[config.mk]
export PLATFORM = sky130hd
export DESIGN_NAME = socd_last_input_priority
export DESIGN_NICKNAME = d
export VERILOG_FILES = /design/src/rtl/socd_pkg.sv /design/src/rtl/socd_front.sv /design/src/rtl/socd_plan_fifo.sv /design/src/rtl/socd_back.sv /design/src/rtl/socd_last_input_priority.sv
export VERILOG_INCLUDE_DIRS = /design/src /design/src/rtl
export SDC_FILE = /design/constraint.sdc
export NUM_CORES = 1
export LEC_CHECK = 0
export ABC_AREA = 1
export BUFFER_PORTS_ARGS = -buffer_cell sky130_fd_sc_hd__buf_2
export CORE_ASPECT_RATIO = 0.75
export CORE_UTILIZATION = 30
export CTS_BUF_LIST = sky130_fd_sc_hd__clkbuf_4
export DETAILED_ROUTE_END_ITERATION = 8
export HOLD_SLACK_MARGIN = 0.03
export MAX_ROUTING_LAYER = met4
export PLACE_DENSITY = 0.42
export SYNTH_ARGS = -nofsm -noshare
export SYNTH_HDL_FRONTEND = slang
export SYNTH_SLANG_ARGS = --single-unit
[constraint.sdc]
create_clock -name clk_i -period 11.3 [get_ports clk_i]
set_input_delay 1.13 -clock clk_i [delete_from_list [all_inputs] [get_ports clk_i]]
set_output_delay 1.13 -clock clk_i [all_outputs]
set_load 0.01 [all_outputs]
[src/rtl/socd_last_input_priority_assert.svh]
// assertion macros shared by the socd rtl
`ifndef SOCD_LAST_INPUT_PRIORITY_ASSERT_SVH
`define SOCD_LAST_INPUT_PRIORITY_ASSERT_SVH

// same-cycle implication on clk_i, off during reset
`define SOCD_ASSERT_IMP(lbl, ante, cons, msg) \
  lbl: assert property (@(posedge clk_i) disable iff (!rst_ni) (ante) |-> (cons)) \
    else $error(msg);

// next-cycle implication on clk_i, off during reset
`define SOCD_ASSERT_NXT(lbl, ante, cons, msg) \
  lbl: assert property (@(posedge clk_i) disable iff (!rst_ni) (ante) |=> (cons)) \
    else $error(msg);

`endif

[src/rtl/socd_pkg.sv]
// shared types and constants of the socd last input priority block
`timescale 1ns / 1ps
`default_nettype none

package socd_pkg;

  localparam int unsigned NumSlots   = 4;
  localparam int unsigned NumGroups  = 4;
  localparam int unsigned MaxResults = 4;
  localparam int unsigned PlanDepth  = 2;

  // slot words after reset: slots 0 and 1 hold key 0x41 and key 0x44, enabled, flash tap, group 1
  localparam logic [11:0] SlotResetWords [NumSlots] = '{12'h741, 12'h744, 12'h000, 12'h000};

  // configuration register indexes
  typedef enum logic [2:0] {
    CfgSlot0 = 3'd0,
    CfgSlot1 = 3'd1,
    CfgSlot2 = 3'd2,
    CfgSlot3 = 3'd3,
    CfgFlash = 3'd4
  } cfg_idx_e;

  // input transaction
  typedef struct packed {
    logic        cmd;
    logic [7:0]  key_code;
    logic        injected;
    logic [31:0] time_ms;
  } in_item_t;

  // result transaction
  typedef struct packed {
    logic [7:0] out_key;
    logic       out_down;
    logic       out_passed;
    logic       out_last;
  } out_item_t;

  // one planned event
  typedef struct packed {
    logic [7:0] key;
    logic       down;
    logic       passed;
  } ev_t;

  // all events caused by one input, oldest in entry 0
  typedef struct packed {
    logic [2:0]                cnt;
    ev_t [MaxResults-1:0]      ev;
  } plan_t;

endpackage

`default_nettype wire

[src/rtl/socd_front.sv]
// front end: configuration, slot lookup, group state and event planning
`timescale 1ns / 1ps
`default_nettype none

module socd_front (
  input  wire logic              clk_i,
  input  wire logic              rst_ni,
  input  wire logic              cfg_we_i,
  input  wire logic [2:0]        cfg_idx_i,
  input  wire logic [15:0]       cfg_wdata_i,
  input  wire logic              fire_i,
  input  wire socd_pkg::in_item_t item_i,
  output socd_pkg::plan_t        plan_o
);

  localparam int unsigned NS = socd_pkg::NumSlots;
  localparam int unsigned NG = socd_pkg::NumGroups;

  logic [11:0]   slot_word_q [NS];
  logic [15:0]   flash_window_q;
  logic [NS-1:0] held_q, held_d;
  logic [31:0]   press_time_q [NS];
  logic [31:0]   press_time_d [NS];
  logic [7:0]    active_q [NG];
  logic [7:0]    active_d [NG];
  logic [7:0]    prev_q [NG];
  logic [7:0]    prev_d [NG];

  logic          hit;
  logic [1:0]    s;
  logic [11:0]   w;
  logic          flash;
  logic [1:0]    g;
  logic [7:0]    act;
  logic [7:0]    prv;
  logic          held;
  logic [31:0]   dur;
  logic          in_window;
  logic [7:0]    key;
  socd_pkg::plan_t plan;

  function automatic socd_pkg::plan_t add_ev(socd_pkg::plan_t p, logic [7:0] k,
                                            logic dn, logic ps);
    socd_pkg::plan_t r;
    r = p;
    r.ev[p.cnt[1:0]] = '{key: k, down: dn, passed: ps};
    r.cnt = p.cnt + 3'd1;
    return r;
  endfunction

  // configuration registers
  always_ff @(posedge clk_i or negedge rst_ni) begin
    if (!rst_ni) begin
      for (int i = 0; i < NS; i++) slot_word_q[i] <= socd_pkg::SlotResetWords[i];
      flash_window_q <= '0;
    end else if (cfg_we_i) begin
      case (socd_pkg::cfg_idx_e'(cfg_idx_i))
        socd_pkg::CfgSlot0, socd_pkg::CfgSlot1,
        socd_pkg::CfgSlot2, socd_pkg::CfgSlot3: begin
          slot_word_q[cfg_idx_i[1:0]] <= cfg_wdata_i[11:0];
        end
        socd_pkg::CfgFlash: flash_window_q <= cfg_wdata_i;
        default: ;
      endcase
    end
  end

  // lowest enabled slot with a matching non-zero key
  always_comb begin
    hit = 1'b0;
    s   = '0;
    for (int i = NS - 1; i >= 0; i--) begin
      if (slot_word_q[i][8] && slot_word_q[i][7:0] == item_i.key_code &&
          item_i.key_code != 8'h00 && !item_i.injected) begin
        hit = 1'b1;
        s   = 2'(i);
      end
    end
  end

  assign key       = item_i.key_code;
  assign w         = slot_word_q[s];
  assign flash     = w[9];
  assign g         = w[11:10];
  assign act       = active_q[g];
  assign prv       = prev_q[g];
  assign held      = held_q[s];
  assign dur       = item_i.time_ms - press_time_q[s];
  assign in_window = dur <= {16'h0000, flash_window_q};

  // plan the events and the state update of this transaction
  always_comb begin
    plan         = '0;
    held_d       = held_q;
    press_time_d = press_time_q;
    active_d     = active_q;
    prev_d       = prev_q;
    if (!hit) begin
      plan = add_ev(plan, key, ~item_i.cmd, 1'b1);
    end else if (!item_i.cmd) begin
      if (!held) begin
        held_d[s] = 1'b1;
        if (flash) press_time_d[s] = item_i.time_ms;
        plan = add_ev(plan, key, 1'b1, 1'b0);
        active_d[g] = key;
        if (act != 8'h00 && act != key) begin
          prev_d[g] = act;
          plan = add_ev(plan, act, 1'b0, 1'b0);
        end
      end
    end else begin
      if (prv == key && !held) prev_d[g] = 8'h00;
      if (held) begin
        held_d[s] = 1'b0;
        if (flash && in_window) begin
          plan = add_ev(plan, key, 1'b1, 1'b0);
          plan = add_ev(plan, key, 1'b0, 1'b0);
        end
        if (act == key && prv != 8'h00) begin
          plan = add_ev(plan, key, 1'b0, 1'b0);
          active_d[g] = prv;
          prev_d[g]   = 8'h00;
          plan = add_ev(plan, prv, 1'b1, 1'b0);
        end else begin
          prev_d[g] = 8'h00;
          if (act == key) active_d[g] = 8'h00;
          plan = add_ev(plan, key, 1'b0, 1'b0);
        end
      end
    end
  end

  assign plan_o = plan;

  // key and group state
  always_ff @(posedge clk_i or negedge rst_ni) begin
    if (!rst_ni) begin
      held_q <= '0;
      for (int i = 0; i < NS; i++) press_time_q[i] <= '0;
      for (int i = 0; i < NG; i++) begin
        active_q[i] <= '0;
        prev_q[i]   <= '0;
      end
    end else if (fire_i) begin
      held_q       <= held_d;
      press_time_q <= press_time_d;
      active_q     <= active_d;
      prev_q       <= prev_d;
    end
  end

endmodule

`default_nettype wire

[src/rtl/socd_plan_fifo.sv]
// short queue of event plans between front and back end
`timescale 1ns / 1ps
`default_nettype none

module socd_plan_fifo #(
  parameter int unsigned Depth = socd_pkg::PlanDepth
) (
  input  wire logic            clk_i,
  input  wire logic            rst_ni,
  input  wire logic            wr_en_i,
  input  wire socd_pkg::plan_t wr_plan_i,
  output logic                 full_o,
  output logic                 rd_valid_o,
  output socd_pkg::plan_t      rd_plan_o,
  input  wire logic            rd_en_i
);

  localparam int unsigned AW = (Depth > 1) ? $clog2(Depth) : 1;
  localparam int unsigned CW = $clog2(Depth + 1);

  socd_pkg::plan_t mem_q [Depth];
  logic [AW-1:0]   wr_ptr_q, rd_ptr_q;
  logic [CW-1:0]   cnt_q;
  logic            do_wr, do_rd;

  assign full_o     = cnt_q == CW'(Depth);
  assign rd_valid_o = cnt_q != '0;
  assign rd_plan_o  = mem_q[rd_ptr_q];
  assign do_wr      = wr_en_i && !full_o;
  assign do_rd      = rd_en_i && rd_valid_o;

  // plan storage
  always_ff @(posedge clk_i) begin
    if (do_wr) mem_q[wr_ptr_q] <= wr_plan_i;
  end

  // pointers and fill count
  always_ff @(posedge clk_i or negedge rst_ni) begin
    if (!rst_ni) begin
      wr_ptr_q <= '0;
      rd_ptr_q <= '0;
      cnt_q    <= '0;
    end else begin
      if (do_wr) wr_ptr_q <= (wr_ptr_q == AW'(Depth - 1)) ? '0 : wr_ptr_q + AW'(1);
      if (do_rd) rd_ptr_q <= (rd_ptr_q == AW'(Depth - 1)) ? '0 : rd_ptr_q + AW'(1);
      if (do_wr && !do_rd) cnt_q <= cnt_q + CW'(1);
      else if (do_rd && !do_wr) cnt_q <= cnt_q - CW'(1);
    end
  end

endmodule

`default_nettype wire

[src/rtl/socd_back.sv]
// back end: walks each plan and presents one result per cycle while results are popped
`timescale 1ns / 1ps
`default_nettype none

module socd_back (
  input  wire logic            clk_i,
  input  wire logic            rst_ni,
  input  wire logic            plan_valid_i,
  input  wire socd_pkg::plan_t plan_i,
  output logic                 plan_done_o,
  output logic [1:0]           idx_o,
  input  wire logic            pop_i,
  output logic                 empty_o,
  output socd_pkg::out_item_t  out_item_o
);

  logic [1:0]          idx_q;
  logic                out_valid_q;
  socd_pkg::out_item_t out_q;
  logic                ld;
  logic                last;
  socd_pkg::ev_t       ev;

  assign ld          = !out_valid_q || pop_i;
  assign ev          = plan_i.ev[idx_q];
  assign last        = {1'b0, idx_q} == plan_i.cnt - 3'd1;
  assign plan_done_o = ld && plan_valid_i && last;
  assign empty_o     = !out_valid_q;
  assign out_item_o  = out_q;
  assign idx_o       = idx_q;

  // output register
  always_ff @(posedge clk_i) begin
    if (ld && plan_valid_i) begin
      out_q <= '{out_key: ev.key, out_down: ev.down, out_passed: ev.passed, out_last: last};
    end
  end

  // event index and output valid
  always_ff @(posedge clk_i or negedge rst_ni) begin
    if (!rst_ni) begin
      idx_q       <= '0;
      out_valid_q <= 1'b0;
    end else if (ld) begin
      out_valid_q <= plan_valid_i;
      if (plan_valid_i) idx_q <= last ? 2'd0 : idx_q + 2'd1;
    end
  end

endmodule

`default_nettype wire

[src/rtl/socd_last_input_priority.sv]
// top level of the socd last input priority key cleaner
`timescale 1ns / 1ps
`default_nettype none
`include "socd_last_input_priority_assert.svh"

// Key event cleaner for opposing keys: the last pressed key of a group wins.
// Events are pushed as transactions on the input queue side (push / full) and
// results are taken from the output queue side (empty / pop). The front end
// takes one event per clock while the plan queue has room, updates the slot
// and group state at once and writes all results of that event (one to four)
// as one plan. The back end sends one result per clock while results are
// popped and takes the next plan only after the last result of a plan; the
// first result passes the plan queue and the output register on its way out.
// Events that cause no result leave nothing in the queue. Configuration
// writes take effect at once and are meant for times when the block is idle.

module socd_last_input_priority #(
  parameter int unsigned PlanDepth = socd_pkg::PlanDepth
) (
  input  wire logic                clk_i,
  input  wire logic                rst_ni,
  input  wire logic                cfg_we_i,
  input  wire logic [2:0]          cfg_idx_i,
  input  wire logic [15:0]         cfg_wdata_i,
  input  wire logic                push,
  output logic                     full,
  input  wire socd_pkg::in_item_t  in_item_i,
  output logic                     empty,
  input  wire logic                pop,
  output socd_pkg::out_item_t      out_item_o
);

  logic            fire;
  logic            plan_push;
  logic            plan_valid;
  logic            plan_done;
  logic [1:0]      back_idx;
  socd_pkg::plan_t plan_in;
  socd_pkg::plan_t plan_out;

  assign fire      = push && !full;
  assign plan_push = fire && plan_in.cnt != 3'd0;

  // classify and plan
  socd_front u_front (
    .clk_i       (clk_i),
    .rst_ni      (rst_ni),
    .cfg_we_i    (cfg_we_i),
    .cfg_idx_i   (cfg_idx_i),
    .cfg_wdata_i (cfg_wdata_i),
    .fire_i      (fire),
    .item_i      (in_item_i),
    .plan_o      (plan_in)
  );

  // plan queue
  socd_plan_fifo #(
    .Depth (PlanDepth)
  ) u_fifo (
    .clk_i      (clk_i),
    .rst_ni     (rst_ni),
    .wr_en_i    (plan_push),
    .wr_plan_i  (plan_in),
    .full_o     (full),
    .rd_valid_o (plan_valid),
    .rd_plan_o  (plan_out),
    .rd_en_i    (plan_done)
  );

  // result sequencing
  socd_back u_back (
    .clk_i        (clk_i),
    .rst_ni       (rst_ni),
    .plan_valid_i (plan_valid),
    .plan_i       (plan_out),
    .plan_done_o  (plan_done),
    .idx_o        (back_idx),
    .pop_i        (pop),
    .empty_o      (empty),
    .out_item_o   (out_item_o)
  );

  // checks
  `SOCD_ASSERT_IMP(plan_cnt_range_a, plan_push, plan_in.cnt <= 3'd4, "plan count out of range")
  `SOCD_ASSERT_IMP(back_idx_range_a, plan_valid, {1'b0, back_idx} < plan_out.cnt, "index beyond plan")
  `SOCD_ASSERT_NXT(result_source_a, empty && !plan_valid, empty, "result without a plan")

endmodule

`default_nettype wire
==> results_dict.tcl <==
set metrics [dict create \
    outcome "finished with violations" \
    critPathMostFrequentCell "nor2_1" \
    ys_seq_area_share_pct 46.0 \
    postCtsSetupBuffers 0 \
    relSlewSlack_pct 34.2 \
    clk_pin_slew_worst_paths_ns 0.07 \
    cts_tree "built" \
    timing.rr.start "u_front.slot_word_q[36]" \
    via_per_inst 4.89 \
    dr_total_vias 18200 \
    syn-num-nets 2785 \
    dieArea_mm2 0.0686 \
    die_h_um 227 \
    irDropWorstVdd_uv 68.1 \
    io_pins 79 \
    cap_violations 0 \
    cp_slowest_stage_delay_ns 0.67 \
    finalCriticalPeriod_ns 9.05 \
    setup_tns_ns 0 \
    grt_pass1_vias 17500 \
    hpwl_mm 50.7 \
    cts_buffers 102 \
    setup_slack_ns 2.25 \
    avgSynthCellArea_um2 7.60 \
    io_buffers 78 \
    worstPathArrival_ns 9.51 \
    max_slew.worst_pin.slew_ns 0.987 \
    required_ns 11.76 \
    route.detailed.drc 6 \
    grt_antenna_before_repair 3 \
    mostFrequentLayoutCells "790 x nand2_1, 304 x o21ai_0, 273 x inv_1, 257 x dfrtp_1, 239 x nor2_1" \
    m1WireLength_mm 38.9 \
    synth_cells 2664 \
    p_per_area_mw_per_mm2 167 \
    gp_congestion 0.950 \
    slowest_stage "o21ai_0" \
    slew_violations 0 \
    die_width_um 302 \
    rsz0062_at_grt "no" \
    fmax_mhz 110 \
    wl_per_cell_um 19.4 \
    hold_path_class "in2async" \
    nets 2883 \
    routed_wl_mm 72.5 \
    p_total_w 0.00381 \
    layout_commonest_cell "nand2_1" \
    clk_latency_ns 0.90 \
    root_buffer "clkbuf_4" \
    path_max_fanout 38 \
    cp-start-kind "input pin" \
    cts_hold_buffers 0 \
    final_util_pct 34.2 \
    dpl_worst_slack_ns 1.30 \
    cts_resized 0 \
    setup_viol 0 \
    power.leakage_nw 11.0 \
    ys_ff_latch 354 \
    crit_path_end_kind "flop" \
    drive_gt1_share_pct 13.3 \
    synth_flop_cell "dfrtp_1" \
    crit_type "in2reg" \
    syn2layout_area_growth_pct 12.8 \
    start_util_pct 30.3 \
    drt_iter0_drc 1505 \
    synth-edff-count 87 \
    rows 82 \
    grt-ovfl-total 0 \
    finalHoldViolCount 0 \
    core_area_mm2 0.0668 \
    grt_use_total_pct 22.0 \
    clock_skew_ns 0.0763 \
    ff2ff_setup_slack_ns 2.45 \
    r2r_cells 38 \
    clock-sinks 354 \
    synthDistinctLibCells 58 \
    grt_pass1_wl_mm 110 \
    yosysWarnings 0 \
    highest_layer "met4" \
    htree_levels 3 \
    r2r_end "u_fifo.mem_q[1][13]" \
    grt_start_max_net_pins 85 \
    ant_nets 0 \
    synthArstFlopShare_pct 75.4 \
    failed_checks "design-rule violations" \
    drt-pass1-iter-count 8 \
    met3_length_mm 4.25 \
    route.met2.wl_mm 27.8 \
    syn_area_mm2 0.0203 \
    finalCritPeriodShare_pct 80.1 \
    clk_path_buf_depth 3 \
]
==> logic make-up (layout without fill, tap and decap cells) <==
group | count (synthesis) | after routing | share of synthesized area (%)
xor+xnor | 38 | 38 | 1.68
mux | 2 | 2 | 0.0989
flops | 354 | 354 | 46.0
compound gates | 502 | 502 | 13.4
other cells | 0 | 3 | 0
fa+ha+maj | 55 | 55 | 3.44
buf+inv | 416 | 600 | 8.25
simple gates | 1297 | 1297 | 27.2
==> metal layers <==
layer / track usage, % / vias up
met2: 28.4 / 518
met1: 33.9 / 8658
li1: - / 8956
met4: 5.93 / 0
met5: - / -
met3: 4.43 / 117
==> Yosys cell counts (all sizes together) (2+ instances only) <==
cell	n	area, µm²
nand2	808	3080
o21ai	343	1730
inv	307	1160
nor2	263	1120
dfrtp	257	6430
nand3	113	628
edfxtp	87	2610
clkbuf	77	289
a21oi	74	370
ha	54	676
nor3	50	250
o22ai	37	231
nand4	34	238
buf	29	214
xor2	24	210
xnor2	14	130
a31oi	12	75.1
a221oi	10	87.6
dfstp	10	263
nand3b	9	67.6
a22o	8	70.1
and2	7	43.8
nor4	6	37.5
o211ai	5	37.5
or2	4	25.0
clkinv	3	11.3
o2111ai	3	26.3
a211oi	2	15.0
mux2i	2	20.0
o21a	2	15.0
==> power breakdown <==
group | internal, W | switching, W | total, W
logic | 0.000268 | 0.000662 | 0.000930
clock network | 0.000710 | 0.000600 | 0.00131
registers | 0.00149 | 0.0000858 | 0.00157
total | 0.00247 | 0.00135 | 0.00381
==> worst max-delay path: cells and delay by family <==
family | cells | cell delay [ns]
xor+xnor | 1 | 0.23
buf+inv | 7 | 2.13
simple gates | 23 | 3.57
compound gates | 5 | 1.46
fa+ha+maj | 3 | 0.93
==> layout make-up <==
class,count,area [µm²]
clock buffer,160,1200
clock inverter,30,203
tap,882,1100
fill,7136,43900
timing repair buffer,100,566
inverter,310,1170
multi-input combinational,1894,9290
antenna,3,7.51
sequential,354,9310
==> how the worst max path moves through the flow <==
stage	slack, ns	cells after the start	from	end
final	2.25	39	in_item_i[38]	u_fifo.mem_q[1][13]
after global routing	1.52	40	in_item_i[38]	u_fifo.mem_q[1][13]
after CTS	2.27	39	in_item_i[38]	u_fifo.mem_q[1][13]
after detailed placement	1.30	39	in_item_i[38]	u_fifo.mem_q[1][14]
after global placement	1.46	39	in_item_i[38]	u_fifo.mem_q[1][14]
after floorplan	2.73	42	in_item_i[37]	u_fifo.mem_q[1][0]
==> through the flow <==
stage	hold slack, ns	std cells	cell area (µm²)
2_1_floorplan	0.442	2664	20300
3_3_place_gp	0.457	3540	21400
3_5_place_dp	0.467	3540	21400
4_1_cts	0.168	3730	22800
5_1_grt	0.233	3733	22800
6_report	0.261	3733	22800
No activity file was read; power rests on OpenSTA's default activity.
